## config.mk

```make
export PLATFORM = sky130hd
export DESIGN_NAME = bfa_ram
export DESIGN_NICKNAME = d
export VERILOG_FILES = /design/src/hw/rtl/bfa_ram.sv
export SDC_FILE = /design/constraint.sdc
export NUM_CORES = 2
export LEC_CHECK = 0
export ABC_CLOCK_PERIOD_IN_PS = 7000
export BUFFER_PORTS_ARGS = -buffer_cell sky130_fd_sc_hd__buf_2
export CORE_UTILIZATION = 50
export CTS_CLUSTER_DIAMETER = 50
export CTS_CLUSTER_SIZE = 14
export DETAILED_ROUTE_END_ITERATION = 8
export GPL_TIMING_DRIVEN = 0
export PLACE_DENSITY = 0.72
export SETUP_SLACK_MARGIN = 0.05
export SYNTH_ARGS = -nofsm -noshare
export SYNTH_HDL_FRONTEND = slang
export SYNTH_SLANG_ARGS = --single-unit
```

## constraint.sdc

```tcl
create_clock -name i_clk -period 7 [get_ports i_clk]
set_input_delay 0.35 -clock i_clk [delete_from_list [all_inputs] [get_ports i_clk]]
set_output_delay 0.35 -clock i_clk [all_outputs]
set_load 0.005 [all_outputs]
```

## src/hw/rtl/bfa_ram.sv

```systemverilog
// ----------------------------------------------------------------------------
// Generic RAM
// One write port and one read port with registered read data.
// ----------------------------------------------------------------------------
`timescale 1ns / 1ps
`default_nettype none

module bfa_ram #(
    parameter int WIDTH = 32,
    parameter int DEPTH = 128
) (
    input  wire logic                                    i_clk,
    input  wire logic                                    i_wr_en,
    input  wire logic [((DEPTH > 1) ? $clog2(DEPTH) : 1)-1:0] i_wr_addr,
    input  wire logic [WIDTH-1:0]                        i_wr_data,
    input  wire logic [((DEPTH > 1) ? $clog2(DEPTH) : 1)-1:0] i_rd_addr,
    output logic      [WIDTH-1:0]                        o_rd_data
);

    logic [WIDTH-1:0] r_mem [DEPTH];
    logic [WIDTH-1:0] r_rd_data;

    always_ff @(posedge i_clk) begin
        if (i_wr_en) begin
            r_mem[i_wr_addr] <= i_wr_data;
        end
        r_rd_data <= r_mem[i_rd_addr];
    end

    assign o_rd_data = r_rd_data;

endmodule

`default_nettype wire

```

=== Word level (Yosys, flattened, before mapping) ===
Memory sizes are Yosys's and may differ from the RTL's. A register that Yosys moved wholly into a read port is not among the register bits.
Cells that the tools add are included.

* Bits in read-only memories: 0
* Bits of input ports: 48
* Word-level logic and storage cells: 3
* Bits in writable memories: 4096
* Bits in latches: 0
* Register bits: 0
* Memories: 1
* Output and inout bits: 32

* Reductions and logical operators: 0
* $mul: 0
* Equality and inequality tests: 0
* Order comparisons: 0
* Bitwise gates (word level): 0
* Shift-type cells: 0
* Muxes and demuxes: 2
* Div/mod/pow operators: 0
* Add/subtract/negate cells: 0

{| class="wikitable"
|+ Memory list
! name !! words !! width !! read ports !! clocked after Yosys merged registers in !! wr ports !! line !! text
|-
| r_mem || 128 || 32 || 1 || 1 || 1 || 20 || <nowiki>logic [WIDTH-1:0] r_mem [DEPTH];</nowiki>
|}

{| class="wikitable"
|+ Operator list
! operator !! number
|-
| $mux 1 || 2
|}

=== Depth between registers and ports, before layout ===
* Depth after elaboration: 2
* Gate-level depth with buffers: 8
* Depth with buffers taken out: 4

=== Worst setup path after synthesis ===
No wires, ideal clock.

* Kind: input-to-reg
* Start point: input port i_wr_en
* End point: memory r_mem[98][0] (enable)
* Setup slack: 3.411 ns
* Cell stages on the path: 3
* Arrival time: 3.128 ns
* Path buffers: 1
* Required time: 6.539 ns
* Setup time: 0.461 ns
* Path through: clkbuf_1 nand4_1 nor3_1

* Cells in the longest elaborated chain, start to end: 2

{| class="wikitable"
|+ Ends and longest elaborated chain
! item !! line !! text
|-
| start: declaration || 13 || <nowiki>input wire logic i_wr_en,</nowiki>
|-
| $mux 1 || 24 || <nowiki>if (i_wr_en) begin</nowiki>
|-
| $mux 1 (not written as such) || 25 || <nowiki>r_mem[i_wr_addr] <= i_wr_data;</nowiki>
|-
| end: declaration || 20 ||
|}

Every way passes these cells.

==> metrics.yaml <==
clock_path_buffers: 4
cap_violations: 0
coreArea_um2: 310000
grt_pass1_vias: 71900
start_kind: "input port"
met1_usage: 0.334
use_met3: 0.0707
fin_ws_ns: 3.15
cp-startpoint: "i_rd_addr[2]"
hp-class: "in2reg"
synth.distinct_cells: 17
route.final.wire_length_um: 399000
slew_viol_final: 0
num_rows: 204
met2_usage: 0.398
synth.net_count: 6038
layoutNonFillerInstCount: 11000
gp_congestion: 1.02
drc: 0
max_slew_margin: 0.0354
drt-pass1-iter-count: 7
start_util: 0.504
ant_nets: 0
track_usage: 0.253
clk-insertion-delay-late_ns: 0.90
crit_path_max_fanout: 10
routed-via-count: 71800
cts_tree: "done"
most-common-layout-cells: "edfxtp_1 (4,096), mux4_2 (1,344), clkbuf_16 (376)"
path_class: "in2reg"
numClockSinks: 4128
cts_root_buf: "clkbuf_16"
io-pin-count: 80
syn_area_um2: 156000
place_ws_ns: 1.99
ir_worst_vdd_v: 0.000193
crit_arrival_ns: 4.64
cp-end-kind: "register"
post-route-util: 0.574
fin_crit_sh: 0.550
post_cts_buffers: 0
drt-initial-drc-count: 11000
rsz0062_at_grt: "false"
drive_gt1_frac: 0.344
timing.final.hold_violations: 0
numCtsBuffers: 365
place_inst: 10400
wire_per_inst_um: 36.4
ys_seq_area_frac: 0.791
p_per_area_nw_per_um2: 276
dieArea_um2: 315000
fin_crit_ns: 3.85
reg2reg_from: "r_mem[5][22]"
finalSetupTns_ns: 0
fmax_ghz: 0.260
nets: 6679
crit_required_ns: 7.79
cts.clk_slew.worst_paths_ns: 0.07
cts_hold_buf: 20
cts_resized: 0
overflow: 0
die_h_um: 561
worst_pin_slew_ns: 1.45
skew_ns: 0.0433
synth.yosys.warnings: 0
hpwl_um: 264000
status: "completed"
final-setup-viol-count: 0
ys_seq_elements: 4128
grt_pass1_wl_um: 554000
syn_inst: 5990
antenna_found_initial: 74
final_common_cell: "edfxtp_1"
numPortBuffers: 68
via_per_inst: 6.54
grt_max_degree: 103
cellLeakagePower_nw: 53.9
syn_avg_cell_area_um2: 26.1
min_from: "i_wr_data[22]"
die_w_um: 561
h-tree-depth: 5
syn2layout_area_growth_pct: 13.8
grt-busiest-layer: "met2"
-- area by class of cell --
class | instances | area (µm²)
Antenna cell | 101 | 253
Buffer | 316 | 1350
Clock buffer | 405 | 9530
Clock inverter | 96 | 1100
Fill cell | 21100 | 132000
Multi-Input combinational cell | 1546 | 32300
Sequential cell | 4128 | 124000
Tap cell | 4120 | 5150
Timing Repair Buffer | 274 | 4600
-- metrics by stage --
step | cell area, µm² | hold WS, ns | power, mW
6_report | 178000 | 0.0194 | 49.1
5_1_grt | 178000 | 0.0552 | 50.1
4_1_cts | 178000 | 0.00000250 | 49.1
3_5_place_dp | 167000 | 0.733 | 30.6
3_3_place_gp | 162000 | 0.737 | 30.4
2_1_floorplan | 156000 | 0.449 | 29.2
-- metal layers --
metal,vias up,wire length [µm]
li1,27600,-
met1,38800,141000
met2,4787,193000
met3,643,48200
met4,20,16600
met5,-,448
-- synth_stat cells --
| master | count | share of area |
|---|---|---|
| dfxtp_1 | 32 | 0.0041 |
| buf_2 | 79 | 0.0025 |
| mux2_2 | 32 | 0.0023 |
| nor3_1 | 9 | 0.00029 |
| nor2_1 | 122 | 0.0029 |
| buf_4 | 3 | 0.00014 |
| nand4_1 | 3 | 0.00012 |
| nand2_1 | 14 | 0.00034 |
| mux4_2 | 1344 | 0.19 |
| nand2b_1 | 2 | 0.000080 |
| buf_6 | 2 | 0.00014 |
| nor2b_1 | 7 | 0.00028 |
| nand3_1 | 12 | 0.00038 |
| buf_1 | 50 | 0.0012 |
| clkbuf_1 | 182 | 0.0044 |
| or3_1 | 1 | 0.000040 |
| edfxtp_1 | 4096 | 0.79 |
-- logic make-up (layout without fill, tap and decap cells) --
kind of cell / Yosys count / in the layout / share of synthesized area
DFF: 4128 / 4128 / 0.791
other: 0 / 101 / 0
muxes: 1376 / 1376 / 0.196
and+or+nand+nor: 170 / 170 / 0.00446
buffers and inverters: 316 / 1091 / 0.00839
-- power by group --
| part | leakage, nW | switching (mW) | internal, mW |
|---|---|---|---|
| registers | 37.1 | 0.0370 | 27.3 |
| logic | 11.6 | 1.78 | 1.05 |
| clock network | 5.20 | 8.59 | 10.3 |
-- sequential cells by signal, indices dropped and copies added, names as in the netlist --
| signal | count |
|---|---|
| o_rd_data | 32 |
| r_mem | 4096 |
-- worst max-delay path, cell delays in order --
cell and delay (ns):
clkbuf_1 0.21, buf_2 0.44, clkbuf_2 0.48, buf_12 0.25
buf_1 0.60, mux4_2 0.45, mux4_2 0.64, mux4_2 0.77
mux2_2 0.37
-- path summary, 6_finish.rpt --
| path | end | slack [ns] | depth (start not counted) |
|---|---|---|---|
| worst max register to register | o_rd_data[22] | 4.23 | 4 |
| worst min-delay path | r_mem[83][22] | 0.02 | 1 |
| worst max-delay path | o_rd_data[17] | 3.15 | 9 |
| worst min register to register | o_rd_data[15] | 1.17 | 4 |
No activity file was read; power rests on OpenSTA's default activity.
