[src/hw/rtl/bfa_pkg.sv]
// ----------------------------------------------------------------------------
// Frame allocator package
// Field widths, operation and status codes, and defaults shared by the
// bitmap frame allocator and its submodules.
// ----------------------------------------------------------------------------
`timescale 1ns / 1ps
`default_nettype none

package bfa_pkg;

    localparam int OP_W     = 2;
    localparam int START_W  = 12;
    localparam int COUNT_W  = 13;
    localparam int STATUS_W = 2;
    localparam int FRAME_W  = 12;
    localparam int TOTAL_W  = 13;

    localparam int FRAMES_DEF    = 4096;
    localparam int WORD_BITS_DEF = 32;

    localparam logic [TOTAL_W-1:0] TOTAL_RESET = 13'd4096;

    typedef enum logic [OP_W-1:0] {
        OP_ALLOC   = 2'd0,
        OP_FREE    = 2'd1,
        OP_RESERVE = 2'd2,
        OP_REINIT  = 2'd3
    } t_op;

    typedef enum logic [STATUS_W-1:0] {
        STAT_OK         = 2'd0,
        STAT_NO_RUN     = 2'd1,
        STAT_ZERO_COUNT = 2'd2
    } t_status;

    // Selects what the shared word unit computes in a given cycle.
    typedef enum logic {
        UNIT_SCAN,
        UNIT_MARK
    } t_unit_mode;

endpackage

`default_nettype wire

[src/hw/rtl/bfa_word_unit.sv]
// ----------------------------------------------------------------------------
// Frame allocator word unit
// Shared per-word logic: first-fit run detection while scanning, and masked
// set or clear of a bit range while marking.
// ----------------------------------------------------------------------------
`timescale 1ns / 1ps
`default_nettype none

module bfa_word_unit #(
    parameter int WORD_BITS = bfa_pkg::WORD_BITS_DEF
) (
    input  wire logic [WORD_BITS-1:0]          i_word,
    input  wire bfa_pkg::t_unit_mode           i_mode,
    input  wire logic                          i_set,
    input  wire logic [bfa_pkg::COUNT_W-1:0]   i_need,
    input  wire logic [bfa_pkg::COUNT_W-1:0]   i_carry,
    input  wire logic [$clog2(WORD_BITS):0]    i_lo,
    input  wire logic [$clog2(WORD_BITS):0]    i_hi,
    output logic                               o_hit,
    output logic [$clog2(WORD_BITS)-1:0]       o_pos,
    output logic [bfa_pkg::COUNT_W-1:0]        o_carry,
    output logic [WORD_BITS-1:0]               o_word
);
    import bfa_pkg::*;

    localparam int LOGW = $clog2(WORD_BITS);
    localparam int LW   = LOGW + 1;

    logic [WORD_BITS-1:0] ones;
    logic [WORD_BITS-1:0] free_v;
    logic [WORD_BITS-1:0] pre_used;
    logic [WORD_BITS-1:0] runs;
    logic [WORD_BITS-1:0] pw;
    logic [WORD_BITS-1:0] thr;
    logic [WORD_BITS-1:0] hi_mask;
    logic [WORD_BITS-1:0] lo_mask;
    logic [WORD_BITS-1:0] cand;
    logic [LW-1:0]        acc;
    logic [LW-1:0]        need_s;
    logic [COUNT_W-1:0]   gap;
    logic [COUNT_W:0]     csum;
    logic [LOGW-1:0]      top_used;
    logic [LOGW-1:0]      pos;

    always_comb begin
        ones   = '1;
        free_v = ~i_word;

        // A bit of pre_used is set when some frame at or below it is used.
        pre_used = i_word;
        for (int s = 1; s < WORD_BITS; s = s * 2) begin
            pre_used = pre_used | (pre_used << s);
        end

        // Runs of i_need free frames lying wholly in this word, by doubling.
        runs   = '0;
        need_s = i_need[LW-1:0];
        acc    = '0;
        pw     = free_v;
        if (i_need <= COUNT_W'(WORD_BITS)) begin
            runs = ones;
            for (int b = 0; b < LW; b++) begin
                if (need_s[b]) begin
                    runs = runs & (pw << acc);
                    acc  = acc + LW'(1 << b);
                end
                pw = pw & (pw << (1 << b));
            end
        end

        // Runs that continue the free tail carried in from earlier words.
        gap = '0;
        if (i_carry >= i_need) begin
            thr = ones;
        end else begin
            gap = i_need - i_carry - COUNT_W'(1);
            if (gap >= COUNT_W'(WORD_BITS)) begin
                thr = '0;
            end else begin
                thr = ones << gap[LOGW-1:0];
            end
        end

        hi_mask = ~(ones << i_hi);
        lo_mask = ones << i_lo;
        cand    = (runs | (~pre_used & thr)) & hi_mask;

        pos = '0;
        for (int j = WORD_BITS - 1; j >= 0; j--) begin
            if (cand[j]) begin
                pos = LOGW'(j);
            end
        end

        top_used = '0;
        for (int j = 0; j < WORD_BITS; j++) begin
            if (i_word[j]) begin
                top_used = LOGW'(j);
            end
        end

        csum = {1'b0, i_carry} + (COUNT_W + 1)'(WORD_BITS);
        if (i_word == '0) begin
            o_carry = csum[COUNT_W] ? '1 : csum[COUNT_W-1:0];
        end else begin
            o_carry = COUNT_W'(WORD_BITS - 1) - COUNT_W'(top_used);
        end

        o_hit = (i_mode == UNIT_SCAN) && (cand != '0);
        o_pos = pos;

        if (i_mode == UNIT_MARK) begin
            o_word = i_set ? (i_word | (lo_mask & hi_mask)) : (i_word & ~(lo_mask & hi_mask));
        end else begin
            o_word = i_word;
        end
    end

endmodule

`default_nettype wire

[config.mk]
export PLATFORM = sky130hd
export DESIGN_NAME = bfa_word_unit
export DESIGN_NICKNAME = d
export VERILOG_FILES = /design/src/hw/rtl/bfa_pkg.sv /design/src/hw/rtl/bfa_word_unit.sv
export SDC_FILE = /design/constraint.sdc
export NUM_CORES = 1
export LEC_CHECK = 0
export ABC_AREA = 1
export BUFFER_PORTS_ARGS = -buffer_cell sky130_fd_sc_hd__buf_2
export CAP_MARGIN = 20
export CORE_UTILIZATION = 54
export DETAILED_ROUTE_END_ITERATION = 12
export GPL_TIMING_DRIVEN = 0
export PLACE_DENSITY = 0.81
export SYNTH_ARGS = -nofsm -noshare
export SYNTH_HDL_FRONTEND = slang
export SYNTH_SLANG_ARGS = --single-unit
[constraint.sdc]
create_clock -name vclk -period 5.8
set_clock_uncertainty 0.15 [all_clocks]
set_input_delay 0.58 -clock vclk [all_inputs]
set_output_delay 0.58 -clock vclk [all_outputs]
set_load 0.005 [all_outputs]
Word level (Yosys, flattened, before mapping)
Index checks and enable logic that the tools add are counted.
{ "totals": {"reg_bits": 0, "inputBits": 72, "output_inout_bits": 51} }
{ "op_classes": {"n_addsub": 8, "magnitude_cmp": 3, "n_shift": 8, "n_mux": 91, "bitwise": 26, "n_reduce_logical": 3} }
{ "op_table": {"columns": ["operator", "n"], "rows": [
  ["two-way mux 32 bit", 16],
  ["AND 32 bit", 14],
  ["two-way mux 5 bit", 62],
  ["OR 32 bit", 7],
  ["left shift 32 x 6 -> 32 bit", 5],
  ["NOT 32 bit", 4],
  ["left shift 32 x 6 -> 32 bit (first input constant)", 2],
  ["two-way mux 6 bit", 9],
  ["logical NOT 32 bit", 1],
  ["nonzero test 32 bit", 1],
  ["left shift 32 x 5 -> 32 bit (first input constant)", 1],
  ["two-way mux 13 bit", 2],
  ["adder 13 x 6 -> 14 bit (second input constant)", 1],
  ["greater-or-equal comparator 13 bit", 1],
  ["greater-or-equal comparator 13 x 6 -> 1 bit (second input constant)", 1],
  ["less-or-equal comparator 13 x 6 -> 1 bit (second input constant)", 1],
  ["subtractor 13 x 1 -> 13 bit (second input constant)", 1],
  ["subtractor 13 bit", 1],
  ["adder 6 x 2 -> 6 bit (second input constant)", 1],
  ["adder 6 x 3 -> 6 bit (second input constant)", 1],
  ["adder 6 x 4 -> 6 bit (second input constant)", 1],
  ["adder 6 x 5 -> 6 bit (second input constant)", 1],
  ["subtractor 5 x 5 -> 6 bit (first input constant)", 1],
  ["two-way mux 1 bit", 2],
  ["2 further kinds", 2]
]} }

Logic depth before layout (Yosys ltp)
{ "depth": {"depth_word": 52, "ltp_mapped": 54, "depth_no_buf": 49} }

Worst setup path before layout
OpenSTA, ideal clock, no wires.
{ "synth_timing": {"path_kind": "input-to-output", "from": "in i_need[1] in the netlist's numbering", "to": "out o_pos[0]", "t_arrival_ps": 4939, "path_slack_ps": 131, "stages": 48, "path_buffers": 5, "path_cell_list": "inv_2 clkbuf_1 clkbuf_1 clkbuf_1 buf_1 buf_1 fa_1 inv_1 nand2_1 nand2_1 and2_2 xor2_4 nand2_1 nor3_1 a21oi_1 nand2_1 nand2_1 inv_2 [... 12 more ...] nand2_1 nand2_1 nand2_1 nand2_1 nand2_1 nand2_1 nand2_1 nand2_1 nand2_1 nand2_1 nand2_1 nand2_1 nand2_1 nand2_1 nand2_1 nand2_1 nand2_1 a21oi_2"} }
{ "synth_between": {"elab_chain_len": 49, "elab_cells_between_ends": 72, "classes_between": "add/sub (5); order compare (3); shift (5); mux (52); bitwise (7)"} }
{ "synth_rtl": {"columns": ["item", "line", "text"], "rows": [
  ["start: declaration", "bfa_word_unit.sv:15", "input wire logic [bfa_pkg::COUNT_W-1:0] i_need,"],
  ["two-way mux 6 bit", "bfa_word_unit.sv:63", "if (need_s[b]) begin"],
  ["two-way mux 6 bit", "bfa_word_unit.sv:60", "if (i_need <= COUNT_W'(WORD_BITS)) begin"],
  ["adder 6 x 3 -> 6 bit or left shift 32 x 6 -> 32 bit (tied branches)", "bfa_word_unit.sv:65, bfa_word_unit.sv:64", null],
  ["two-way mux 6 bit or AND 32 bit (tied branches)", "bfa_word_unit.sv:63, bfa_word_unit.sv:64", null],
  ["two-way mux 6 bit or two-way mux 32 bit (tied branches)", "bfa_word_unit.sv:60, bfa_word_unit.sv:63", null],
  ["adder 6 x 4 -> 6 bit, or another cell as far along", "bfa_word_unit.sv:65", "acc = acc + LW'(1 << b);"],
  ["two-way mux 6 bit or AND 32 bit (tied branches)", "bfa_word_unit.sv:63, bfa_word_unit.sv:64", null],
  ["two-way mux 6 bit or two-way mux 32 bit (tied branches)", "bfa_word_unit.sv:60, bfa_word_unit.sv:63", null],
  ["[... 3 more ...]", null, null],
  ["left shift 32 x 6 -> 32 bit or two-way mux 32 bit (tied branches)", "bfa_word_unit.sv:64, bfa_word_unit.sv:60", null],
  ["AND 32 bit", "bfa_word_unit.sv:64", "runs = runs & (pw << acc);"],
  ["two-way mux 32 bit", "bfa_word_unit.sv:63", null],
  ["two-way mux 32 bit", "bfa_word_unit.sv:60", null],
  ["OR 32 bit (*)", "bfa_word_unit.sv:86", "cand = (runs | (~pre_used & thr)) & hi_mask;"],
  ["AND 32 bit (*)", "bfa_word_unit.sv:86", null],
  ["two-way mux 5 bit (31 in series)", "bfa_word_unit.sv:90", "if (cand[j]) begin"],
  ["two-way mux 5 bit (*)", "bfa_word_unit.sv:90", null],
  ["end: declaration", "bfa_word_unit.sv:20", "output logic [$clog2(WORD_BITS)-1:0] o_pos,"]
]} }
Mark *: on every way between the ends. The rest lies on a longest branch, timed or not. The select of a mux whose other input is x is not followed.

Final worst setup path
{ "layout_timing": {"from": "in i_need[3] in the netlist's numbering", "to": "out o_pos[0]"} }
{ "layout_between": {"elab_chain_len": 43, "elab_cells_between_ends": 58, "classes_between": "add/sub (3); order compare (3); shift (3); mux (44); bitwise (5)"} }
{ "layout_rtl": {"columns": ["item", "line"], "rows": [
  ["branches (longest 9 deep; another with subtractor 13 bit)", null],
  ["OR 32 bit (*)", "bfa_word_unit.sv:86"],
  ["AND 32 bit (*)", "bfa_word_unit.sv:86"],
  ["two-way mux 5 bit (31 in series)", "bfa_word_unit.sv:90"],
  ["two-way mux 5 bit (*)", "bfa_word_unit.sv:90"]
]} }
Every way passes the cells marked *. The select of a mux whose other input is x is not followed.

==> run summary <==
Hold_buf cts -> 0
Element type at the critical path end -> output port
Core Footprint -> 12160 um^2
Clock buf count -> 0
Avg WL per Cell -> 19.75 um
Fillers -> 1371
Pins Over Slew Limit -> 0
Layout cells sized above 1 -> 0.1442
Core Rows -> 40
1st-iter DRT viols -> 1855
Global-route wire length before repair -> 50.92 mm
Power share of the clock group -> 0
Min-delay worst type -> in2out
Avg Cell Area, Syn -> 4.787 um^2
Cell-internal power -> 0.1734 mW
Synth Net Count -> 1523
Worst path slowest cell -> ha_2
Die Ht -> 114.4 um
Total grt overflow -> 0
Netlist cell types -> 54
Number of top-level pins -> 123
Worst Tran Pin Value -> 1208 ps
Initial Util -> 0.5605
Drt drc -> 0
Crit-path most repeated cell -> nand2_1
Synth Cell Area -> 6817 um^2
Max_cap viols -> 0
Vias -> 10.84k
Final antenna-violating net count -> 0
DIE AREA -> 13080 um^2
RePlAce Congestion -> 1.090
Critical Path Source Type -> input pin
Register share of total power -> 0
CP Buf/Inv Count -> 5
Final hold violation count -> 0
Yosys top cell by area -> nand2_1
GRT Overall Usage -> 0.5058
Register area -> 0 um^2
DP HPWL -> 27.67 mm
Die X -> 114.4 um
Vias in the first global route -> 9278
Routed WL -> 33.74 mm
Critical path fanouts, max -> 10
Critical path type -> in2out
Minimum clock period -> 5506 ps
Status -> complete, no violations
Antenna violations before repair -> 0
Unrepaired setup endpoints after global routing -> false
Fmax -> 0.1816 GHz
Final #Nets -> 1641
Final period utilization -> 0.9493
Gate power share -> 1.000
Max_slew headroom -> 0.1877
Peak per-stage delay on the critical path -> 370 ps
Pre-CTS setup slack -> -1532 ps
Setup violators final -> 0
Synth top area cells -> nand2_1 (24%), inv_1 (11%), nand3_1 (10%), nor2_1 (8.1%), o21ai_0 (7.9%)
Worst EP required -> 5070 ps
Number of I/O port buffers -> 120
Sequential cell count -> 0
Max rail drop VDD -> 0.04522 mV
Pin count of the biggest net entering global routing -> 29
Pwr dens -> 75.03 nW/um^2
Psw -> 0.4096 mW
Sw Ratio -> 0.7025
Sequential cell area fraction in the yosys report -> 0
Antenna Cells -> 0
Min setup slack post-route -> 294.0 ps
Yosys top cell area share -> 0.2357
Total power -> 0.5830 mW
Critical path's top delay family -> simple AND/OR/NAND/NOR gates
Area grow syn2layout -> 13.99%
Leakage power total -> 4.108 nW
Cells after Synth -> 1424
Worst EP arrival -> 4780 ps
Router iterations before antenna repair -> 9
Yosys warnings -> 0
Via density -> 6.349
[metrics by stage]
step	instance area [um^2]	utilization	std cells	hold slack, ps	setup TNS [ps]
finish	7770	0.6389	1708	1265	0
floorplan	6817	-	1424	1038	0
detailed placement	7627	0.6272	1712	1261	-7808
global placement	7627	0.6272	1712	1241	-7585
global route	7770	0.6389	1708	1286	0
CTS	7666	0.6304	1707	1261	0
[Yosys cell counts (2+ instances only)]
library cell,number
a211oi_1,3
a31oi_1,20
o21bai_1,5
and2_1,3
a21oi_1,80
nand2_1,428
nand3b_1,3
ha_1,26
nand2_4,2
a221oi_1,2
nor2_4,6
nand2_2,8
o211ai_1,21
o21ai_0,107
nor2_2,19
nor3_1,21
o21ai_2,2
clkbuf_1,25
nor2_1,148
o21ai_1,20
nand4_1,17
buf_1,7
buf_2,15
a31o_2,2
nand3_2,3
mux2i_1,6
nand3_1,139
o311ai_0,3
buf_4,5
o22ai_1,25
o31ai_1,16
o2111ai_1,2
o32ai_1,7
inv_2,12
inv_1,196
o221ai_1,2
[logic make-up after synthesis]
logic type | after synthesis | synth area share
and+or+nand+nor | 804 | 0.5083
adders and majority gates | 27 | 0.05066
AOI/OAI and AO/OA | 323 | 0.2761
xor gates and xnor gates | 2 | 0.005324
buffers and inverters | 262 | 0.1509
muxes | 6 | 0.008811
[power groups by stage]
stage               clock (mW)  combinational, mW  sequential [mW]
finish                       0              0.583                0
global route                 0              0.626                0
CTS                          0              0.537                0
detailed placement           0              0.527                0
global placement             0              0.524                0
floorplan                    0              0.340                0
[metal layers]
| layer | routed length (um) | GRT usage | share of wire | vias to the layer above |
|---|---|---|---|---|
| met5 | 0 | 0 | 0 | - |
| met4 | 2077 | 0.2511 | 0.062 | 0 |
| met3 | 5707 | 0.1715 | 0.17 | 185 |
| met2 | 12930 | 0.7135 | 0.38 | 1038 |
| met1 | 13030 | 0.6784 | 0.39 | 4661 |
| li1 | - | - | - | 4960 |
[worst min-delay path: stages]
cell,delay (ps)
buf_2,90
a21oi_1,40
buf_2,120
[final cells by class]
type                       count  area [um^2]  share of cell area
multi-input combinational   1162         5844              0.7522
inverter                     209        834.6              0.1074
timing repair inverter         1        11.26            0.001449
tap                          168        210.2             0.02705
timing repair buffer         127        670.6             0.08631
buffer                        41        198.9             0.02560
[worst paths after layout]
path	from	endpoint	slack, ps	cells past startpoint
min	i_mode	o_hit	1270	3
max	i_need[3]	o_pos[0]	290	43
[placed cells by master, fill, tap and decap left out, types with 20 or more instances in the layout]
| cell | count |
|---|---|
| nand2_1 | 428 |
| inv_1 | 193 |
| nor2_1 | 147 |
| nand3_1 | 139 |
| buf_2 | 130 |
| o21ai_0 | 105 |
| a21oi_1 | 80 |
| o22ai_1 | 25 |
| ha_1 | 23 |
| o211ai_1 | 21 |
| o21ai_1 | 21 |
| nor2_2 | 20 |
| a31oi_1 | 20 |
[timing repair]
item | 4_1_cts | 5_1_grt
resized for setup | 21 | 23
endpoints found under the setup margin | 6 | 6
pin swaps | 0 | 1
hold endpoints to repair | 0 | 0
buffers inserted | 1 | 6
cloned | 0 | 1
Note: power is estimated with default switching activity, not from simulation.
